## config.mk

```make
export PLATFORM = sky130hd
export DESIGN_NAME = serial_frame_deframer_checksum_unit_flat
export DESIGN_NICKNAME = d
export VERILOG_FILES = /design/src/rtl/core/sfdc_pkg.sv /design/src/rtl/core/sfdc_rx_if.sv /design/src/rtl/core/sfdc_frame_if.sv /design/src/rtl/core/sfdc_track.sv /design/src/rtl/core/sfdc_out.sv /design/src/rtl/core/serial_frame_deframer_checksum_unit.sv /design/src/flat_wrapper.sv
export SDC_FILE = /design/constraint.sdc
export NUM_CORES = 1
export LEC_CHECK = 0
export BUFFER_PORTS_ARGS = -buffer_cell sky130_fd_sc_hd__buf_2
export CELL_PAD_IN_SITES_DETAIL_PLACEMENT = 0
export CELL_PAD_IN_SITES_GLOBAL_PLACEMENT = 1
export CORE_ASPECT_RATIO = 0.5
export CORE_MARGIN = 4
export CORE_UTILIZATION = 40
export DETAILED_ROUTE_END_ITERATION = 8
export HOLD_SLACK_MARGIN = 0.12
export PLACE_DENSITY = 0.65
export SKIP_CTS_REPAIR_TIMING = 1
export SYNTH_ARGS = -nofsm -noshare
export SYNTH_HDL_FRONTEND = slang
export SYNTH_SLANG_ARGS = --single-unit
```

## constraint.sdc

```tcl
create_clock -name clk -period 10.76 [get_ports clk]
set_clock_uncertainty 0.15 [all_clocks]
set_input_delay 0.538 -clock clk [delete_from_list [all_inputs] [get_ports clk]]
set_output_delay 0.538 -clock clk [all_outputs]
set_load 0.02 [all_outputs]
```

## src/rtl/core/sfdc_pkg.sv

```systemverilog
// Package: constants, status codes and result types of the frame deframer
package sfdc_pkg;

  localparam logic [7:0] HDR_FIRST   = 8'hAA;
  localparam logic [7:0] HDR_SECOND  = 8'hFF;
  localparam logic [7:0] TAIL_RESET  = 8'hED;
  localparam logic [7:0] LEN_NONE    = 8'h00;

  // body positions
  localparam logic [3:0] POS_LEN_LOW     = 4'd4;
  localparam logic [3:0] TAIL_WITH_VALUE = 4'd8;
  localparam logic [3:0] TAIL_NO_VALUE   = 4'd7;
  localparam int         FIELD_SLOTS     = 7;
  localparam logic [3:0] FIELD_LIMIT     = 4'(FIELD_SLOTS);

  typedef enum logic [1:0] {
    ST_OK       = 2'd0,
    ST_BAD_TAIL = 2'd1,
    ST_BAD_SUM  = 2'd2
  } frame_status_t;

  typedef struct packed {
    logic [7:0]    seq_num;
    logic [7:0]    category;
    logic [7:0]    msg_type;
    logic [7:0]    msg_flag;
    logic [7:0]    len_low;
    logic [7:0]    len_high;
    logic          has_value;
    logic [7:0]    value_byte;
    frame_status_t frame_status;
  } frame_result_t;

  // tracker to output stage
  typedef struct packed {
    logic          fire;
    frame_result_t res;
  } trk_out_t;

endpackage

```

## src/rtl/core/sfdc_rx_if.sv

```systemverilog
// Interface: received byte channel
interface sfdc_rx_if;
  logic       valid;
  logic       ready;
  logic [7:0] rx_byte;

  modport source (output valid, output rx_byte, input ready);
  modport sink (input valid, input rx_byte, output ready);
endinterface

```

## src/rtl/core/sfdc_frame_if.sv

```systemverilog
// Interface: decoded frame result channel
interface sfdc_frame_if;
  logic       valid;
  logic       ready;
  logic [7:0] seq_num;
  logic [7:0] category;
  logic [7:0] msg_type;
  logic [7:0] msg_flag;
  logic [7:0] len_low;
  logic [7:0] len_high;
  logic       has_value;
  logic [7:0] value_byte;
  logic [1:0] frame_status;

  modport source (
    output valid, output seq_num, output category, output msg_type, output msg_flag,
    output len_low, output len_high, output has_value, output value_byte,
    output frame_status, input ready
  );
  modport sink (
    input valid, input seq_num, input category, input msg_type, input msg_flag,
    input len_low, input len_high, input has_value, input value_byte,
    input frame_status, output ready
  );
endinterface

```

## src/rtl/core/sfdc_track.sv

```systemverilog
// Header hunt, body capture and running checksum of the frame deframer
module sfdc_track (
  input  logic              clk,
  input  logic              rst,
  input  logic [7:0]        tail_value,
  input  logic              out_busy,
  sfdc_rx_if.sink           rx,
  output sfdc_pkg::trk_out_t trk
);
  import sfdc_pkg::*;

  logic              in_frame;
  logic              hdr_seen;
  logic [3:0]        pos;
  logic              has_value;
  logic [7:0]        sum;
  logic [7:0]        prev;
  logic [7:0]        body [FIELD_SLOTS];

  logic              at_tail;
  logic              accept;
  logic [7:0]        b;
  logic [7:0]        body_sum;
  frame_status_t     status;

  assign b       = rx.rx_byte;
  assign at_tail = in_frame && (pos == (has_value ? TAIL_WITH_VALUE : TAIL_NO_VALUE));
  // only a tail word needs room in the output register
  assign rx.ready = !(at_tail && out_busy);
  assign accept   = rx.valid && rx.ready;

  // sum covers bytes up to the checksum; drop the checksum itself
  assign body_sum = sum - prev;

  always_comb begin
    if (b != tail_value) begin
      status = ST_BAD_TAIL;
    end else if (body_sum != prev) begin
      status = ST_BAD_SUM;
    end else begin
      status = ST_OK;
    end
  end

  always_comb begin
    trk.fire             = accept && at_tail;
    trk.res.seq_num      = body[0];
    trk.res.category     = body[1];
    trk.res.msg_type     = body[2];
    trk.res.msg_flag     = body[3];
    trk.res.len_low      = body[4];
    trk.res.len_high     = body[5];
    trk.res.has_value    = has_value;
    trk.res.value_byte   = has_value ? body[6] : 8'h00;
    trk.res.frame_status = status;
  end

  // control state
  always_ff @(posedge clk) begin
    if (rst) begin
      in_frame  <= 1'b0;
      hdr_seen  <= 1'b0;
      pos       <= '0;
      has_value <= 1'b1;
    end else if (accept) begin
      if (!in_frame) begin
        if (b == HDR_FIRST) begin
          hdr_seen <= 1'b1;
        end else if (b == HDR_SECOND && hdr_seen) begin
          in_frame  <= 1'b1;
          hdr_seen  <= 1'b0;
          pos       <= '0;
          has_value <= 1'b1;
        end else begin
          hdr_seen <= 1'b0;
        end
      end else begin
        if (pos == POS_LEN_LOW && b == LEN_NONE) begin
          has_value <= 1'b0;
        end
        if (at_tail) begin
          in_frame <= 1'b0;
          pos      <= '0;
        end else begin
          pos <= pos + 4'd1;
        end
      end
    end
  end

  // body capture and running sum
  always_ff @(posedge clk) begin
    if (accept) begin
      if (!in_frame) begin
        sum <= 8'h00;
      end else begin
        sum  <= sum + b;
        prev <= b;
        if (pos < FIELD_LIMIT) begin
          body[pos[2:0]] <= b;
        end
      end
    end
  end

endmodule

```

## src/rtl/core/sfdc_out.sv

```systemverilog
// Result register driving the frame channel
module sfdc_out (
  input  logic               clk,
  input  logic               rst,
  input  sfdc_pkg::trk_out_t trk,
  output logic               busy,
  sfdc_frame_if.source       frame
);
  import sfdc_pkg::*;

  logic          valid;
  frame_result_t res;

  assign busy = valid && !frame.ready;

  always_ff @(posedge clk) begin
    if (rst) begin
      valid <= 1'b0;
    end else if (!busy) begin
      valid <= trk.fire;
    end
  end

  // payload loads only on a new result
  always_ff @(posedge clk) begin
    if (!busy && trk.fire) begin
      res <= trk.res;
    end
  end

  assign frame.valid        = valid;
  assign frame.seq_num      = res.seq_num;
  assign frame.category     = res.category;
  assign frame.msg_type     = res.msg_type;
  assign frame.msg_flag     = res.msg_flag;
  assign frame.len_low      = res.len_low;
  assign frame.len_high     = res.len_high;
  assign frame.has_value    = res.has_value;
  assign frame.value_byte   = res.value_byte;
  assign frame.frame_status = res.frame_status;

endmodule

```

## src/rtl/core/serial_frame_deframer_checksum_unit.sv

```systemverilog
// A result is registered and shown in the cycle after its tail word is accepted.
// Throughput: one word per cycle; the checksum is summed as the body arrives.
// The receive side stalls only when a tail word meets a result still waiting,
// set by the single output register.
// Reset (rst, synchronous): hunting for the header, no result, tail value 0xED.
module serial_frame_deframer_checksum_unit (
  input  logic         clk,
  input  logic         rst,
  input  logic         cfg_wr_en,
  input  logic [7:0]   cfg_wr_data,
  sfdc_rx_if.sink      rx,
  sfdc_frame_if.source frame
);
  import sfdc_pkg::*;

  logic [7:0] tail_value;
  logic       out_busy;
  trk_out_t   trk;

  // expected tail register
  always_ff @(posedge clk) begin
    if (rst) begin
      tail_value <= TAIL_RESET;
    end else if (cfg_wr_en) begin
      tail_value <= cfg_wr_data;
    end
  end

  sfdc_track u_track (
    .clk        (clk),
    .rst        (rst),
    .tail_value (tail_value),
    .out_busy   (out_busy),
    .rx         (rx),
    .trk        (trk)
  );

  sfdc_out u_out (
    .clk   (clk),
    .rst   (rst),
    .trk   (trk),
    .busy  (out_busy),
    .frame (frame)
  );

endmodule

```

## src/flat_wrapper.sv

```systemverilog
// flat-port wrapper written by rule: the top's interface ports become plain ports
module serial_frame_deframer_checksum_unit_flat import sfdc_pkg::*;
  (clk, rst, cfg_wr_en, cfg_wr_data, rx_valid, rx_rx_byte, rx_ready, frame_valid, frame_seq_num, frame_category, frame_msg_type, frame_msg_flag, frame_len_low, frame_len_high, frame_has_value, frame_value_byte, frame_frame_status, frame_ready);
  sfdc_rx_if rx_i ();
  sfdc_frame_if frame_i ();
  input  logic clk;
  input  logic rst;
  input  logic cfg_wr_en;
  input  logic [7:0] cfg_wr_data;
  input wire logic [$bits(rx_i.valid)-1:0] rx_valid;
  input wire logic [$bits(rx_i.rx_byte)-1:0] rx_rx_byte;
  output wire logic [$bits(rx_i.ready)-1:0] rx_ready;
  output wire logic [$bits(frame_i.valid)-1:0] frame_valid;
  output wire logic [$bits(frame_i.seq_num)-1:0] frame_seq_num;
  output wire logic [$bits(frame_i.category)-1:0] frame_category;
  output wire logic [$bits(frame_i.msg_type)-1:0] frame_msg_type;
  output wire logic [$bits(frame_i.msg_flag)-1:0] frame_msg_flag;
  output wire logic [$bits(frame_i.len_low)-1:0] frame_len_low;
  output wire logic [$bits(frame_i.len_high)-1:0] frame_len_high;
  output wire logic [$bits(frame_i.has_value)-1:0] frame_has_value;
  output wire logic [$bits(frame_i.value_byte)-1:0] frame_value_byte;
  output wire logic [$bits(frame_i.frame_status)-1:0] frame_frame_status;
  input wire logic [$bits(frame_i.ready)-1:0] frame_ready;
  assign rx_i.valid = rx_valid;
  assign rx_i.rx_byte = rx_rx_byte;
  assign rx_ready = rx_i.ready;
  assign frame_valid = frame_i.valid;
  assign frame_seq_num = frame_i.seq_num;
  assign frame_category = frame_i.category;
  assign frame_msg_type = frame_i.msg_type;
  assign frame_msg_flag = frame_i.msg_flag;
  assign frame_len_low = frame_i.len_low;
  assign frame_len_high = frame_i.len_high;
  assign frame_has_value = frame_i.has_value;
  assign frame_value_byte = frame_i.value_byte;
  assign frame_frame_status = frame_i.frame_status;
  assign frame_i.ready = frame_ready;
  serial_frame_deframer_checksum_unit u_core (.clk(clk), .rst(rst), .cfg_wr_en(cfg_wr_en), .cfg_wr_data(cfg_wr_data), .rx(rx_i), .frame(frame_i));
endmodule
```

==> results.json <==
{
  "relSlewSlack_pct": 26.1,
  "p_leak_nw": 2.44,
  "first_pass_iters": 4,
  "drcViolationCount": 0,
  "num_io_pins": 82,
  "fmax_ghz": 0.331,
  "wl_um": 11300,
  "power.density_nw_per_um2": 177,
  "hold-path-cell-count": 2,
  "rsz0062_at_grt": "false",
  "syn-num-nets": 382,
  "final-hold-violation-count": 0,
  "die_w_um": 175,
  "core_area_um2": 13600,
  "grt_pass1_wl_um": 17800,
  "routed-via-count": 3144,
  "regArea_um2": 4220,
  "ir_worst_vdd_mv": 0.118,
  "finalSetupViolCount": 0,
  "clk_pin_slew_ns": 0.07,
  "worst_path_max_delay_cell": "nor3_1",
  "antenna_left": 0,
  "syn_area_um2": 5590,
  "ys_ff_latch": 146,
  "final.fill_count": 1189,
  "die_h_um": 91.6,
  "max_cap_violations": 0,
  "cts_sinks": 146,
  "hold_end": "u_core.tail_value[0]",
  "clkLatencyLatePin_ns": 0.41,
  "cts_tree": "yes",
  "worst-endpoint-required_ns": 10.63,
  "place_area_um2": 6220,
  "syn_inst": 343,
  "grt_max_degree": 33,
  "drive_gt1_share_pct": 27.0,
  "root_buffer": "clkbuf_16",
  "yosysWarnings": 0,
  "avgSynthCellArea_um2": 16.3,
  "hpwl_um": 7400,
  "r2r_cells": 3,
  "r2r_slack_ns": 7.74,
  "cp_data_arrival_time_ns": 2.89,
  "nets": 478,
  "crit_chain": "nand2_1 > or4b_4 > nor3_1",
  "fin_setup_tns_ns": 0,
  "r2r-start": "u_core.u_track.in_frame",
  "hold_start": "cfg_wr_data[0]",
  "mostFrequentLayoutCell": "edfxtp_1",
  "crit_type": "register to register",
  "path_max_fanout": 19,
  "fin_crit_sh_pct": 28.1,
  "fin_ws_ns": 7.74,
  "reg2reg_to": "u_core.u_track.body[5][3]",
  "multi_input_area_um2": 1280,
  "synth_seq_area_share_pct": 75.6,
  "antenna_found_initial": 0,
  "via_per_inst": 4.88,
  "num_rows": 30,
  "port_buffers": 81,
  "outcome": "finished, final reports clean",
  "cts_max_path_buffers": 2,
  "drt_iter0_drc": 186,
  "first_global_vias": 3272,
  "cts_buffers": 17,
  "track_usage_pct": 14.7,
  "grt_overflow": 0,
  "drt-wirelength-per-cell_um": 17.5,
  "area_delta_synth_final_pct": 21.3,
  "die_area_um2": 16000,
  "gp_congestion": 0.823,
  "pre_cts_slack_ns": 7.80,
  "critPathCaptureType": "register",
  "hold_path_class": "input pin to register",
  "slew_violations": 0,
  "stdcell_area_um2": 6780,
  "htree_levels": 4,
  "fin_crit_ns": 3.02,
  "final_cell_mix": "130 x edfxtp_1, 81 x buf_2, 17 x clkbuf_16",
  "synth_cell_types": 41,
  "cp-start-kind": "register",
  "worstMarginPinSlew_ns": 1.10,
  "start_util_pct": 41.0,
  "max_stage_delay_ns": 0.88,
  "num_antenna_cells": 0
}
## cell usage after synthesis
master	count	area share (%)
xor2_1	11	1.7
o21bai_1	3	0.40
edfxtp_1	130	70
o31ai_1	1	0.13
and3_1	2	0.22
or2_2	1	0.11
dfxtp_1	16	5.7
nor3_1	9	0.81
and2_1	13	1.5
nand4_1	2	0.22
a211o_1	6	0.94
nor4_1	5	0.56
nor3b_1	3	0.40
or4b_2	2	0.36
xnor2_1	14	2.2
nor2_1	10	0.67
nand2_1	11	0.74
o32a_4	1	0.40
mux2i_1	3	0.54
ha_1	16	3.6
inv_1	16	1.1
buf_6	1	0.20
o21a_1	3	0.40
nand2b_1	6	0.67
nand3b_1	1	0.13
fa_1	2	0.72
clkbuf_1	3	0.20
nor2_2	1	0.11
a21o_1	2	0.27
buf_1	2	0.13
or4_1	1	0.13
o21ai_1	3	0.27
o41ai_2	1	0.29
a41oi_1	1	0.16
o21ai_0	6	0.54
a211oi_1	1	0.13
a21oi_1	16	1.4
or3_1	3	0.34
nor2b_1	11	1.2
nand3_1	3	0.27
or4b_4	1	0.25
## per-layer routing
layer / vias up / track usage, % / part of all wire (%)
li1: 1474 / - / -
met1: 1567 / 18.8 / 46
met2: 89 / 23.8 / 48
met3: 14 / 4.12 / 5.3
met4: 0 / 5.68 / 1.5
met5: - / 0 / 0
## registers in the layout, indices dropped and copies added (netlist names), 2 cells and up
register,cells
frame_category,8
frame_len_high,8
frame_len_low,8
frame_msg_flag,8
frame_msg_type,8
frame_seq_num,8
u_core.tail_value,8
u_core.u_out.frame.frame_status,2
u_core.u_out.frame.value_byte,8
u_core.u_track.body,56
u_core.u_track.pos,4
u_core.u_track.prev,7
u_core.u_track.sum,8
## how the worst max path moves through the flow
stage	startpoint	cells after the start	end
global placement	u_core.u_track.in_frame	3	u_core.u_track.body[4][0]
finish	u_core.u_track.in_frame	3	u_core.u_track.body[5][3]
floorplan	u_core.u_track.pos[0]	3	frame_category[0]
global route	u_core.u_track.in_frame	3	u_core.u_track.body[5][1]
detailed placement	u_core.u_track.in_frame	3	u_core.u_track.body[5][1]
CTS	u_core.u_track.in_frame	3	u_core.u_track.body[5][3]
## power by group
group | switching [W] | internal [W] | total (W)
logic | 0.0000230 | 0.0000151 | 0.0000381
clock network | 0.000242 | 0.000302 | 0.000545
registers | 0.00000223 | 0.000615 | 0.000617
## per-stage QoR
stage	power (W)	cells	utilization (%)	hold WS, ns
6_report	0.00120	644	49.8	0.174
5_1_grt	0.00124	644	49.8	0.164
4_1_cts	0.00121	644	49.8	0.158
3_5_place_dp	0.000668	612	45.7	0.257
3_3_place_gp	0.000667	612	45.7	0.254
2_1_floorplan	0.000651	343	-	0.250
## critical path, delay by kind of cell, from the launching register on
family | cells | cell delay [ns]
simple gates | 3 | 1.80
flops | 1 | 0.69
## logic make-up after synthesis
group,share of synthesized area [%]
AO/OA/AOI/OAI,5.37
adder cells (fa/ha/maj),4.30
flip-flops,75.6
multiplexers,0.537
XOR/XNOR,3.92
buffers and inverters,1.61
AND/OR/NAND/NOR,8.69
## layout make-up
cell class	count	share of cell area [%]
Clock buffer	18	6.33
Clock inverter	14	1.85
Inverter	16	0.886
Multi-Input combinational cell	175	18.9
Sequential cell	146	62.3
Tap cell	192	3.54
Timing Repair Buffer	83	6.20
No activity file was read; power rests on OpenSTA's default activity.
